[src/fm_chip_timer_register_port_unit_macros.svh]
// Assertion macros shared by the timer register port RTL.
`ifndef FM_CHIP_TIMER_REGISTER_PORT_UNIT_MACROS_SVH
`define FM_CHIP_TIMER_REGISTER_PORT_UNIT_MACROS_SVH

// Check that the consequent holds in the same cycle as the antecedent.
`define FMTMR_ASSERT_SAME(lbl, ante, cons, msg) \
    lbl: assert property (@(posedge clk) disable iff (!rst_n) (ante) |-> (cons)) \
        else $error(msg);

// Check that the consequent holds in the cycle after the antecedent.
`define FMTMR_ASSERT_NEXT(lbl, ante, cons, msg) \
    lbl: assert property (@(posedge clk) disable iff (!rst_n) (ante) |=> (cons)) \
        else $error(msg);

`endif

[src/fmtmr_pkg.sv]
// Package with codes, register numbers and default tick lengths of the timer register port.
package fmtmr_pkg;

    // Request kinds
    localparam logic [1:0] KIND_WRITE = 2'd0;
    localparam logic [1:0] KIND_READ  = 2'd1;
    localparam logic [1:0] KIND_TIME  = 2'd2;

    // Port selects
    localparam logic [1:0] PORT_ADDR  = 2'd0;
    localparam logic [1:0] PORT_DATA  = 2'd1;
    localparam logic [1:0] PORT_ADDR3 = 2'd2;

    // Register numbers
    localparam int          REG_W     = 9;
    localparam logic [8:0]  REG_T1    = 9'h002;
    localparam logic [8:0]  REG_T2    = 9'h003;
    localparam logic [8:0]  REG_CTRL  = 9'h004;
    localparam logic [8:0]  REG_MODE  = 9'h105;
    localparam logic [8:0]  BANK_HIGH = 9'h100;

    // Control register bits
    localparam int CTRL_RESET_BIT  = 7;
    localparam int CTRL_MASK1_BIT  = 6;
    localparam int CTRL_MASK2_BIT  = 5;
    localparam int CTRL_START1_BIT = 0;
    localparam int CTRL_START2_BIT = 1;

    // Status byte
    localparam logic [7:0] STAT_ANY     = 8'h80;
    localparam logic [7:0] STAT_T1      = 8'h40;
    localparam logic [7:0] STAT_T2      = 8'h20;
    localparam logic [7:0] STAT_OPL3_RD = 8'hFF;

    // Timing
    localparam int CLOCK_W          = 64;
    localparam int ELAPSED_W        = 20;
    localparam int PRESET_SPAN      = 256;
    localparam int TIMER1_TICK_DEF  = 80;
    localparam int TIMER2_TICK_DEF  = 320;

endpackage

[src/fm_chip_timer_register_port_unit.sv]
// FM chip timer register port: address latch, timer registers, status reads and clock.
//
// Usage: one request channel (in_valid/in_ready with kind, port, value, elapsed_us)
// and one result channel (out_valid/out_ready with read_data, fwd_valid, fwd_reg,
// fwd_value, opl3_mode). Every request yields exactly one result. Port writes latch a
// register number or update the timer presets and control register; other data writes
// come back as forwarded writes, and writes on the unused port code are dropped. Reads
// return the expired-timer status byte (0xFF on the OPL3 address port). Time requests
// advance the 64-bit microsecond clock. An accepted request is held in the input
// register; the state update runs between the input register and the result register,
// and the receiver takes the result from the result register. Throughput: one request
// per cycle while the receiver does not stall, set by the single state-update pass.
// Timer durations (256 - preset) * tick are multiplied at the input register so the
// update pass holds only one 64-bit add and compare per timer.
// Reset clears the clock, the timers, the address latch and the mode bit; both
// stages come up empty. When the receiver stalls, the result register holds, the
// input register holds one more request, and then in_ready drops.
`include "fm_chip_timer_register_port_unit_macros.svh"

module fm_chip_timer_register_port_unit #(
    parameter int TIMER1_TICK_US = fmtmr_pkg::TIMER1_TICK_DEF,
    parameter int TIMER2_TICK_US = fmtmr_pkg::TIMER2_TICK_DEF
) (
    input  logic                              clk,
    input  logic                              rst_n,
    input  logic                              in_valid,
    output logic                              in_ready,
    input  logic [1:0]                        kind,
    input  logic [1:0]                        port,
    input  logic [7:0]                        value,
    input  logic [fmtmr_pkg::ELAPSED_W-1:0]   elapsed_us,
    output logic                              out_valid,
    input  logic                              out_ready,
    output logic [7:0]                        read_data,
    output logic                              fwd_valid,
    output logic [fmtmr_pkg::REG_W-1:0]       fwd_reg,
    output logic [7:0]                        fwd_value,
    output logic                              opl3_mode
);
    import fmtmr_pkg::*;

    localparam int DUR1_W = $clog2(PRESET_SPAN * TIMER1_TICK_US + 1);
    localparam int DUR2_W = $clog2(PRESET_SPAN * TIMER2_TICK_US + 1);
    localparam logic [DUR1_W-1:0] TICK1_C = DUR1_W'(TIMER1_TICK_US);
    localparam logic [DUR2_W-1:0] TICK2_C = DUR2_W'(TIMER2_TICK_US);
    localparam logic [DUR1_W-1:0] SPAN1_C = DUR1_W'(PRESET_SPAN);
    localparam logic [DUR2_W-1:0] SPAN2_C = DUR2_W'(PRESET_SPAN);
    localparam logic [DUR1_W-1:0] DUR1_RST = DUR1_W'(PRESET_SPAN * TIMER1_TICK_US);
    localparam logic [DUR2_W-1:0] DUR2_RST = DUR2_W'(PRESET_SPAN * TIMER2_TICK_US);

    // Input stage
    logic                  full_reg;
    logic [1:0]            kind_reg;
    logic [1:0]            port_reg;
    logic [7:0]            value_reg;
    logic [ELAPSED_W-1:0]  dt_reg;
    logic [DUR1_W-1:0]     dur1_in_reg;
    logic [DUR2_W-1:0]     dur2_in_reg;

    // Block state
    logic [REG_W-1:0]      addr_reg,   addr_next;
    logic [CLOCK_W-1:0]    now_reg,    now_next;
    logic [DUR1_W-1:0]     t1_dur_reg, t1_dur_next;
    logic [DUR2_W-1:0]     t2_dur_reg, t2_dur_next;
    logic                  t1_on_reg,  t1_on_next;
    logic                  t2_on_reg,  t2_on_next;
    logic [CLOCK_W-1:0]    t1_exp_reg, t1_exp_next;
    logic [CLOCK_W-1:0]    t2_exp_reg, t2_exp_next;
    logic                  mode_reg,   mode_next;

    // Result stage
    logic                  out_valid_reg;
    logic [7:0]            rd_reg,     rd_next;
    logic                  fv_reg,     fv_next;
    logic [REG_W-1:0]      fr_reg,     fr_next;
    logic [7:0]            fd_reg,     fd_next;

    logic                  out_free;
    logic                  fire;
    logic                  in_take;
    logic [DUR1_W-1:0]     t1_arm_dur;
    logic [DUR2_W-1:0]     t2_arm_dur;
    logic [CLOCK_W-1:0]    t1_arm_exp;
    logic [CLOCK_W-1:0]    t2_arm_exp;
    logic [7:0]            status;

    // Handshake: the update pass runs when a request waits and the result register is free
    assign out_free = !out_valid_reg || out_ready;
    assign fire     = full_reg && out_free;
    assign in_ready = !full_reg || out_free;
    assign in_take  = in_valid && in_ready;

    // Capture the request and precompute both possible timer durations
    always_ff @(posedge clk or negedge rst_n)
    begin
        if (!rst_n)
        begin
            full_reg <= 1'b0;
        end
        else if (in_ready)
        begin
            full_reg <= in_valid;
        end
    end

    always_ff @(posedge clk)
    begin
        if (in_take)
        begin
            kind_reg    <= kind;
            port_reg    <= port;
            value_reg   <= value;
            dt_reg      <= elapsed_us;
            dur1_in_reg <= (SPAN1_C - DUR1_W'(value)) * TICK1_C;
            dur2_in_reg <= (SPAN2_C - DUR2_W'(value)) * TICK2_C;
        end
    end

    // Pick the duration for a re-arm: the new preset on a preset write, else the stored one
    always_comb
    begin
        t1_arm_dur = (addr_reg == REG_T1) ? dur1_in_reg : t1_dur_reg;
        t2_arm_dur = (addr_reg == REG_T2) ? dur2_in_reg : t2_dur_reg;
    end

    assign t1_arm_exp = now_reg + CLOCK_W'(t1_arm_dur);
    assign t2_arm_exp = now_reg + CLOCK_W'(t2_arm_dur);

    // Form the status byte from the current timer state
    always_comb
    begin
        status = '0;
        if (t1_on_reg && (now_reg > t1_exp_reg))
        begin
            status = status | STAT_ANY | STAT_T1;
        end
        if (t2_on_reg && (now_reg > t2_exp_reg))
        begin
            status = status | STAT_ANY | STAT_T2;
        end
    end

    // Apply one request to the state and build its result
    always_comb
    begin
        addr_next   = addr_reg;
        now_next    = now_reg;
        t1_dur_next = t1_dur_reg;
        t2_dur_next = t2_dur_reg;
        t1_on_next  = t1_on_reg;
        t2_on_next  = t2_on_reg;
        t1_exp_next = t1_exp_reg;
        t2_exp_next = t2_exp_reg;
        mode_next   = mode_reg;
        rd_next     = '0;
        fv_next     = 1'b0;
        fr_next     = '0;
        fd_next     = '0;
        unique case (kind_reg)
            KIND_WRITE:
            begin
                unique case (port_reg)
                    PORT_ADDR:
                    begin
                        addr_next = REG_W'(value_reg);
                    end
                    PORT_ADDR3:
                    begin
                        addr_next = REG_W'(value_reg) | BANK_HIGH;
                    end
                    PORT_DATA:
                    begin
                        unique case (addr_reg)
                            REG_T1:
                            begin
                                t1_dur_next = dur1_in_reg;
                                if (t1_on_reg)
                                begin
                                    t1_exp_next = t1_arm_exp;
                                end
                            end
                            REG_T2:
                            begin
                                t2_dur_next = dur2_in_reg;
                                if (t2_on_reg)
                                begin
                                    t2_exp_next = t2_arm_exp;
                                end
                            end
                            REG_CTRL:
                            begin
                                if (value_reg[CTRL_RESET_BIT])
                                begin
                                    t1_on_next = 1'b0;
                                    t2_on_next = 1'b0;
                                end
                                else
                                begin
                                    if (!value_reg[CTRL_MASK1_BIT])
                                    begin
                                        t1_on_next = value_reg[CTRL_START1_BIT];
                                        if (value_reg[CTRL_START1_BIT])
                                        begin
                                            t1_exp_next = t1_arm_exp;
                                        end
                                    end
                                    if (!value_reg[CTRL_MASK2_BIT])
                                    begin
                                        t2_on_next = value_reg[CTRL_START2_BIT];
                                        if (value_reg[CTRL_START2_BIT])
                                        begin
                                            t2_exp_next = t2_arm_exp;
                                        end
                                    end
                                end
                            end
                            default:
                            begin
                                if (addr_reg == REG_MODE)
                                begin
                                    mode_next = value_reg[0];
                                end
                                fv_next = 1'b1;
                                fr_next = addr_reg;
                                fd_next = value_reg;
                            end
                        endcase
                    end
                    default:
                    begin
                        // drop writes to the unused port code
                    end
                endcase
            end
            KIND_READ:
            begin
                rd_next = (port_reg == PORT_ADDR3) ? STAT_OPL3_RD : status;
            end
            KIND_TIME:
            begin
                now_next = now_reg + CLOCK_W'(dt_reg);
            end
            default:
            begin
                // unused kind code: result carries only the mode bit
            end
        endcase
    end

    // Advance the block state on each processed request
    always_ff @(posedge clk or negedge rst_n)
    begin
        if (!rst_n)
        begin
            addr_reg   <= '0;
            now_reg    <= '0;
            t1_dur_reg <= DUR1_RST;
            t2_dur_reg <= DUR2_RST;
            t1_on_reg  <= 1'b0;
            t2_on_reg  <= 1'b0;
            t1_exp_reg <= '0;
            t2_exp_reg <= '0;
            mode_reg   <= 1'b0;
        end
        else if (fire)
        begin
            addr_reg   <= addr_next;
            now_reg    <= now_next;
            t1_dur_reg <= t1_dur_next;
            t2_dur_reg <= t2_dur_next;
            t1_on_reg  <= t1_on_next;
            t2_on_reg  <= t2_on_next;
            t1_exp_reg <= t1_exp_next;
            t2_exp_reg <= t2_exp_next;
            mode_reg   <= mode_next;
        end
    end

    // Hold the result until the receiver takes it
    always_ff @(posedge clk or negedge rst_n)
    begin
        if (!rst_n)
        begin
            out_valid_reg <= 1'b0;
        end
        else if (out_free)
        begin
            out_valid_reg <= full_reg;
        end
    end

    always_ff @(posedge clk)
    begin
        if (fire)
        begin
            rd_reg <= rd_next;
            fv_reg <= fv_next;
            fr_reg <= fr_next;
            fd_reg <= fd_next;
        end
    end

    assign out_valid = out_valid_reg;
    assign read_data = rd_reg;
    assign fwd_valid = fv_reg;
    assign fwd_reg   = fr_reg;
    assign fwd_value = fd_reg;
    assign opl3_mode = mode_reg;

    // Checks
    `FMTMR_ASSERT_NEXT(a_hold_pending, full_reg && !out_free, full_reg,
        "pending request lost while the result register was stalled")
    `FMTMR_ASSERT_SAME(a_fwd_quiet, out_valid_reg && !fv_reg, fr_reg == '0 && fd_reg == '0,
        "forwarded fields not cleared on a result without a forwarded write")
    `FMTMR_ASSERT_SAME(a_fwd_not_timer, out_valid_reg && fv_reg,
        fr_reg != REG_T1 && fr_reg != REG_T2 && fr_reg != REG_CTRL,
        "timer register write was forwarded")
    `FMTMR_ASSERT_SAME(a_mode_follow, out_valid_reg && fv_reg && fr_reg == REG_MODE,
        mode_reg == fd_reg[0],
        "mode bit does not match the forwarded mode register write")
    `FMTMR_ASSERT_SAME(a_status_form, out_valid_reg && rd_reg != '0 && rd_reg != STAT_OPL3_RD,
        rd_reg[7] && rd_reg[4:0] == '0 && !fv_reg,
        "malformed status byte")

endmodule

[config.mk]
export PLATFORM = sky130hd
export DESIGN_NAME = fm_chip_timer_register_port_unit
export DESIGN_NICKNAME = d
export VERILOG_FILES = /design/src/fmtmr_pkg.sv /design/src/fm_chip_timer_register_port_unit.sv
export VERILOG_INCLUDE_DIRS = /design/src /design/src/src
export SDC_FILE = /design/constraint.sdc
export NUM_CORES = 1
export LEC_CHECK = 0
export ABC_AREA = 1
export ABC_CLOCK_PERIOD_IN_PS = 2530
export BUFFER_PORTS_ARGS = -buffer_cell sky130_fd_sc_hd__buf_4
export CAP_MARGIN = 20
export CORE_MARGIN = 2
export CORE_UTILIZATION = 30
export DETAILED_ROUTE_END_ITERATION = 12
export MAX_ROUTING_LAYER = met4
export PLACE_DENSITY_LB_ADDON = 0.2
export SLEW_MARGIN = 20
export SYNTH_ARGS = -nofsm -noshare
export SYNTH_HDL_FRONTEND = slang
export SYNTH_SLANG_ARGS = --single-unit
[constraint.sdc]
create_clock -name clk -period 2.53 [get_ports clk]
set_input_delay 0.1265 -clock clk [delete_from_list [all_inputs] [get_ports clk]]
set_output_delay 0.1265 -clock clk [all_outputs]
set_load 0.02 [all_outputs]
---- Word-level counts from Yosys, hierarchy flattened ----
Cells that the tools add are included.
operators by class
  $lt $le $gt $ge ......................... 2
  bitwise gates (word level) .............. 3
  mux-type cells .......................... 21
  add/subtract/negate cells ............... 5
  reductions and logical operators ........ 24
  $mul .................................... 2
  equal/unequal tests ..................... 17
operators by type and width
  operator                                                              count
  64-bit two-way mux                                                    8
  64-bit case mux with 2 select lines                                   2
  64-bit > comparator                                                   2
  64-bit by 15-bit adder with 64-bit output                             1
  64-bit by 17-bit adder with 64-bit output                             1
  64-bit by 20-bit adder with 64-bit output                             1
  8-bit two-way mux                                                     3
  9-bit by 8-bit subtractor with 10-bit output, first input constant    2
  9-bit by 2-bit == test with 1-bit output, second input constant       2
  9-bit case mux with 2 select lines                                    1
  17-bit by 3-bit multiplier with 11-bit output, second input constant  1
  17-bit two-way mux                                                    1
  8-bit AND reduction                                                   2
  15-bit by 3-bit multiplier with 11-bit output, second input constant  1
  15-bit two-way mux                                                    1
  5-bit AND reduction                                                   3
  2-bit inequality test, second input constant                          7
  9-bit by 3-bit == test with 1-bit output, second input constant       1
  9-bit == test, second input constant                                  1
  3-bit AND reduction                                                   2
  2-bit nonzero test                                                    3
  1-bit two-way mux                                                     5
  5-bit OR reduction                                                    1
  2-bit by 1-bit == test with 1-bit output, second input constant       2
  other kinds (9)                                                       20
word-level totals
  input bits .............................. 36
  word-level logic and storage cells ...... 95
  output and inout port bits .............. 29
  bits in registers ....................... 318

---- Longest topological paths before layout ----
  depth after elaboration ................. 7
  mapped depth ............................ 23
  depth with buffers taken out ............ 22

---- Worst setup path before layout ----
OpenSTA, ideal clock, no wires.
  kind .................................... flip-flop to flip-flop
  start point ............................. register addr_reg[7]
  end point ............................... register t2_exp_reg[19]
  clock period less this slack ............ 2776 ps
  data required time ...................... 2400 ps
  setup time .............................. 130 ps
  stages on the path, launching flop included .. 17
  buffers on the path ..................... 2
  setup slack ............................. -246 ps
  data arrival time ....................... 2646 ps
  path through ............................ dfrtp_1 inv_1 nand4_2 nor3_2 nand2_1 buf_2 clkbuf_1 o21ai_0 ha_1 a21oi_1 o21ai_0 nand2_1 nand2_1 nand3b_1 or2_2 nand3_1 o21ai_0
between the ends
  longest elaborated chain between the ends .. 7
  elaborated cells on any way between the ends .. 15
  classes of those cells .................. add/sub (1); eq/ne (6); mux (6); reduce/logical (2)
RTL lines
  what                                           RTL line                                 text
  start: declaration                             fm_chip_timer_register_port_unit.sv:61   logic [REG_W-1:0] addr_reg, addr_next;
  start signal: assignment                       fm_chip_timer_register_port_unit.sv:267  addr_reg <= addr_next;
  9-bit by 2-bit == test with 1-bit output (*)   fm_chip_timer_register_port_unit.sv:123  t2_arm_dur = (addr_reg == REG_T2) ? dur2_in_reg : t2_dur_reg;
  17-bit two-way mux (*)                         -
  net t2_arm_dur[14]                             fm_chip_timer_register_port_unit.sv:82   logic [DUR2_W-1:0] t2_arm_dur;
  64-bit by 17-bit adder with 64-bit output (*)  fm_chip_timer_register_port_unit.sv:127  assign t2_arm_exp = now_reg + CLOCK_W'(t2_arm_dur);
  64-bit two-way mux                             fm_chip_timer_register_port_unit.sv:210  if (value_reg[CTRL_START2_BIT])
  64-bit two-way mux                             fm_chip_timer_register_port_unit.sv:207  if (!value_reg[CTRL_MASK2_BIT])
  64-bit two-way mux                             fm_chip_timer_register_port_unit.sv:192  if (value_reg[CTRL_RESET_BIT])
  64-bit case mux with 2 select lines (*)        fm_chip_timer_register_port_unit.sv:173  unique case (addr_reg)
  end signal: assignment                         fm_chip_timer_register_port_unit.sv:274  t2_exp_reg <= t2_exp_next;
  end: declaration                               fm_chip_timer_register_port_unit.sv:68   logic [CLOCK_W-1:0] t2_exp_reg, t2_exp_next;
Mark *: on every way through the listed nets, which the timed path passes. The rest lies on a longest branch. The select of a mux whose other input is x is not followed.
A chain may end at the register's enable or synchronous reset.

---- Worst setup path after layout ----
  start point ............................. register addr_reg[6]
  end point ............................... register t2_exp_reg[36]
Same word-level chain as after synthesis.

==> impl_results.md <==
- DP Area: 27070 µm²
- Worst reg2reg path endpoint: t2_exp_reg[36]$_DFFE_PN0P_
- DIE WIDTH: 273.6 µm
- Root buffer cell: clkbuf_16
- Critical path launch point type: register
- Clock skew: 0.01964 ns
- Die H: 273.6 µm
- First-pass DRT Iterations: 5
- Main combinational cell family by area after synthesis: simple AND/OR/NAND/NOR gates
- Antenna Violating Nets Remaining: 0
- Vias in the first global route: 21780
- Setup Crit Path Kind: register to register
- PnR worst setup slack: -0.4926 ns
- Critical Path, Cell by Cell: inv_2, nand4_4, buf_6, nor3_4, nand2_4, buf_6, nand2_4, o21ai_4, ha_4, buf_6, nand2_4, buf_4, nor2_4, and2_4, nand2_2, nand2_4, nand2_4, nand2_4, buf_6, nand3_1, nand3_1, nand2_1
- Filler cells: 7137
- Max incr delay on CP: 0.38 ns
- Crit-path max FO: 6
- CTS H-tree lvls: 2
- Maximum VDD drop: 0.6740 mV
- Hold path start: value[0]
- Routability cong.: 0.9892
- CTS tree: yes
- Mean post-synth cell area: 7.294 µm²
- Placed wire-length estimate: 68830 µm
- Final min period: 3.023 ns
- Slew margin rel.: 46.11%
- Post-synthesis cell count: 2990
- Post-Syn Area: 21810 µm²
- Global-route wire length before repair: 132500 µm
- Fmax: 0.3308 GHz
- Warnings from Yosys: 0
- LEAKAGE: 15.76 nW
- Ratio of cells with drive above 1 in the final layout: 32.86%
- # nets final: 3841
- R2R setup slack: -0.49 ns
- Final setup viols: 123
- Finished Cell Area: 32420 µm²
- Post-Syn Nets: 3224
- Synth Area in Compound Gates: 9.500%
- Ports: 65
- Input/output buffers: 64
- Core area: 71730 µm²
- Register bit total from synthesis: 302
- Pins Over Slew Limit: 0
- Synth Area in Simple Gates: 30.67%
- Final hold vios: 0
- Least-Margin Pin Slew: 0.7999 ns
- Commonest non-fill, non-tap cell in the layout: nand2_1
- Clk_lat worst skew: 0.59 ns
- Pin count of the biggest net entering global routing: 66
- Xor and xnor area share after synthesis: 3.494%
- WL/cell: 19.71 µm
- Adder-Cell Fraction of Synth Area: 11.50%
- Initial antenna violation count: 2
- Clock transition at path regs: 0.07 ns
- Register Area: 7884 µm²
- Vias/cell: 4.902
- Register area share after synthesis: 36.14%
- Critical Path Sink Type: register
- Hold Path Class: primary input to register
- RR Startpoint: addr_reg[6]$_DFFE_PN0P_
- Worst reg2reg path depth: 22
- GRT Residual Overflow: 0
- Overall Global Routing Usage: 24.40%
- RSZ-0062 raised after global routing: true
- Initial Util: 30.40%
- Core Rows: 98
- CP Data Required Time: 3.00 ns
- Portion of netlist area occupied by mux cells: 0.04590%
- Total Power: 27.49 mW
- Detailed Route Iter0 Violations: 1667
- Multi-input logic area: 14850 µm²
- Commonest cells after routing, fill and taps aside: nand2_1 (725), buf_4 (509), inv_1 (377), dfrtp_1 (233)
- Die ar.: 74870 µm²
- Period utilization: 119.5%
- Sinks on Clock Net: 302
- PD cells: 848.0 nW/µm²
- Hold Crit Depth: 4
- Worst path arrival time: 3.50 ns
- Top cell type's share of synthesized area: 26.85%
- Worst Hold Path EP: dur2_in_reg[9]$_DFFE_PP_
- CTS buffer count: 42
- Slowest CP cell: dfrtp_1
- Status: finished, violations left
- Residual DRC count: 0
- Area growth from synthesis to final layout: 48.64%
- Dominant cell type by area after synthesis: dfrtp_1
- Final wirelength: 90490 µm
- CP most frequent cell: nand2_4
- Core Util, Final: 45.19%
- Synth unique cells: 54
- Vias: 22500
- Max Cap Viol: 0
- Failing checks: negative setup slack
- Max Root-Sink Buffers: 3
- Synth area leaders: dfrtp_1 (27%), nand2_1 (16%), ha_1 (11%), edfxtp_1 (8.8%), inv_1 (7.0%)
## synthesized netlist by cell type, drive strengths merged
cell	n
nor2	226
dfrtp	234
nand4	84
xnor2	19
a21o	2
and2	2
buf	35
clkinv	1
o21bai	1
o21ai	236
nand3	230
and3	2
edfxtp	64
a21oi	132
o21a	11
nor3b	7
nand2	912
nor4	9
dfstp	4
fa	4
clkbuf	21
or3b	1
inv	422
or2	6
xor2	68
a31oi	4
mux2i	1
o22ai	8
o41ai	1
o211ai	4
nor3	43
ha	194
nand3b	2
## worst max path at each step
stage / startpoint / end / slack, ns / depth (start not counted)
2_1_floorplan: addr_reg[6]$_DFFE_PN0P_ / t2_exp_reg[19]$_DFFE_PN0P_ / -0.06 / 16
3_3_place_gp: addr_reg[5]$_DFFE_PN0P_ / t2_exp_reg[59]$_DFFE_PN0P_ / -0.88 / 18
3_5_place_dp: addr_reg[6]$_DFFE_PN0P_ / t2_exp_reg[59]$_DFFE_PN0P_ / -0.89 / 18
4_1_cts: addr_reg[3]$_DFFE_PN0P_ / t2_exp_reg[54]$_DFFE_PN0P_ / -0.47 / 21
5_1_grt: addr_reg[6]$_DFFE_PN0P_ / t2_exp_reg[52]$_DFFE_PN0P_ / -0.66 / 23
6_report: addr_reg[6]$_DFFE_PN0P_ / t2_exp_reg[36]$_DFFE_PN0P_ / -0.49 / 22
## where the power goes
group,switching (mW),leakage [nW],internal (mW),total (mW)
Combinational,8.19,11.7,6.56,14.7
Sequential,0.659,3.35,5.69,6.34
Clock,2.50,0.724,3.89,6.40
Total,11.4,15.8,16.1,27.5
## critical path: cells and delay by family, from the launching register on
| kind | cells | cell delay [ns] |
|---|---|---|
| compound gates | 1 | 0.06 |
| fa+ha+maj | 1 | 0.30 |
| buf+inv | 6 | 0.79 |
| flops | 1 | 0.38 |
| simple gates | 14 | 1.38 |
## per-layer routing
layer | share of wire [%] | routed length, µm | track usage, % | vias up
li1 | - | - | - | 11020
met1 | 44 | 40200 | 31.85 | 10660
met2 | 45 | 40610 | 37.34 | 657
met3 | 6.5 | 5866 | 4.360 | 171
met4 | 4.2 | 3814 | 9.678 | 0
met5 | 0 | 0 | - | -
## timing repair
| action | in CTS | in global routing |
|---|---|---|
| pin swaps | 140 | 145 |
| cloned | 3 | 4 |
| buffers inserted | 31 | 47 |
| hold buffers | 37 | 0 |
| endpoints found under the hold margin | 121 | 0 |
| gates resized for setup | 405 | 322 |
| endpoints found under the setup margin | 129 | 172 |
## kinds of logic after synthesis
family / count (synthesis)
AND/OR/NAND/NOR: 1524
multiplexers: 1
buffers and inverters: 479
flip-flops: 302
XOR/XNOR: 87
AO/OA/AOI/OAI: 399
adder cells (fa/ha/maj): 198
## per-stage QoR
step                setup TNS (ns)  hold WS [ns]  setup WS [ns]  cells
finish                      -43.73       0.04086        -0.4926   4591
global route                -70.63       0.07282        -0.6603   4591
CTS                         -37.71      0.005790        -0.4739   4544
detailed placement          -75.65        0.1614        -0.8888   4397
global placement            -75.08        0.1625        -0.8799   4397
floorplan                  -0.8459       -0.1691       -0.06254   2990
## area by class of cell
type / count / area share (%)
Tap cell: 950 / 3.667
Antenna cell: 1 / 0.007719
Clock buffer: 52 / 3.578
Clock inverter: 25 / 0.9726
Sequential cell: 302 / 24.32
Inverter: 423 / 4.944
Timing Repair Buffer: 626 / 16.71
Multi-Input combinational cell: 2212 / 45.80
Note: power is estimated with default switching activity, not from simulation.
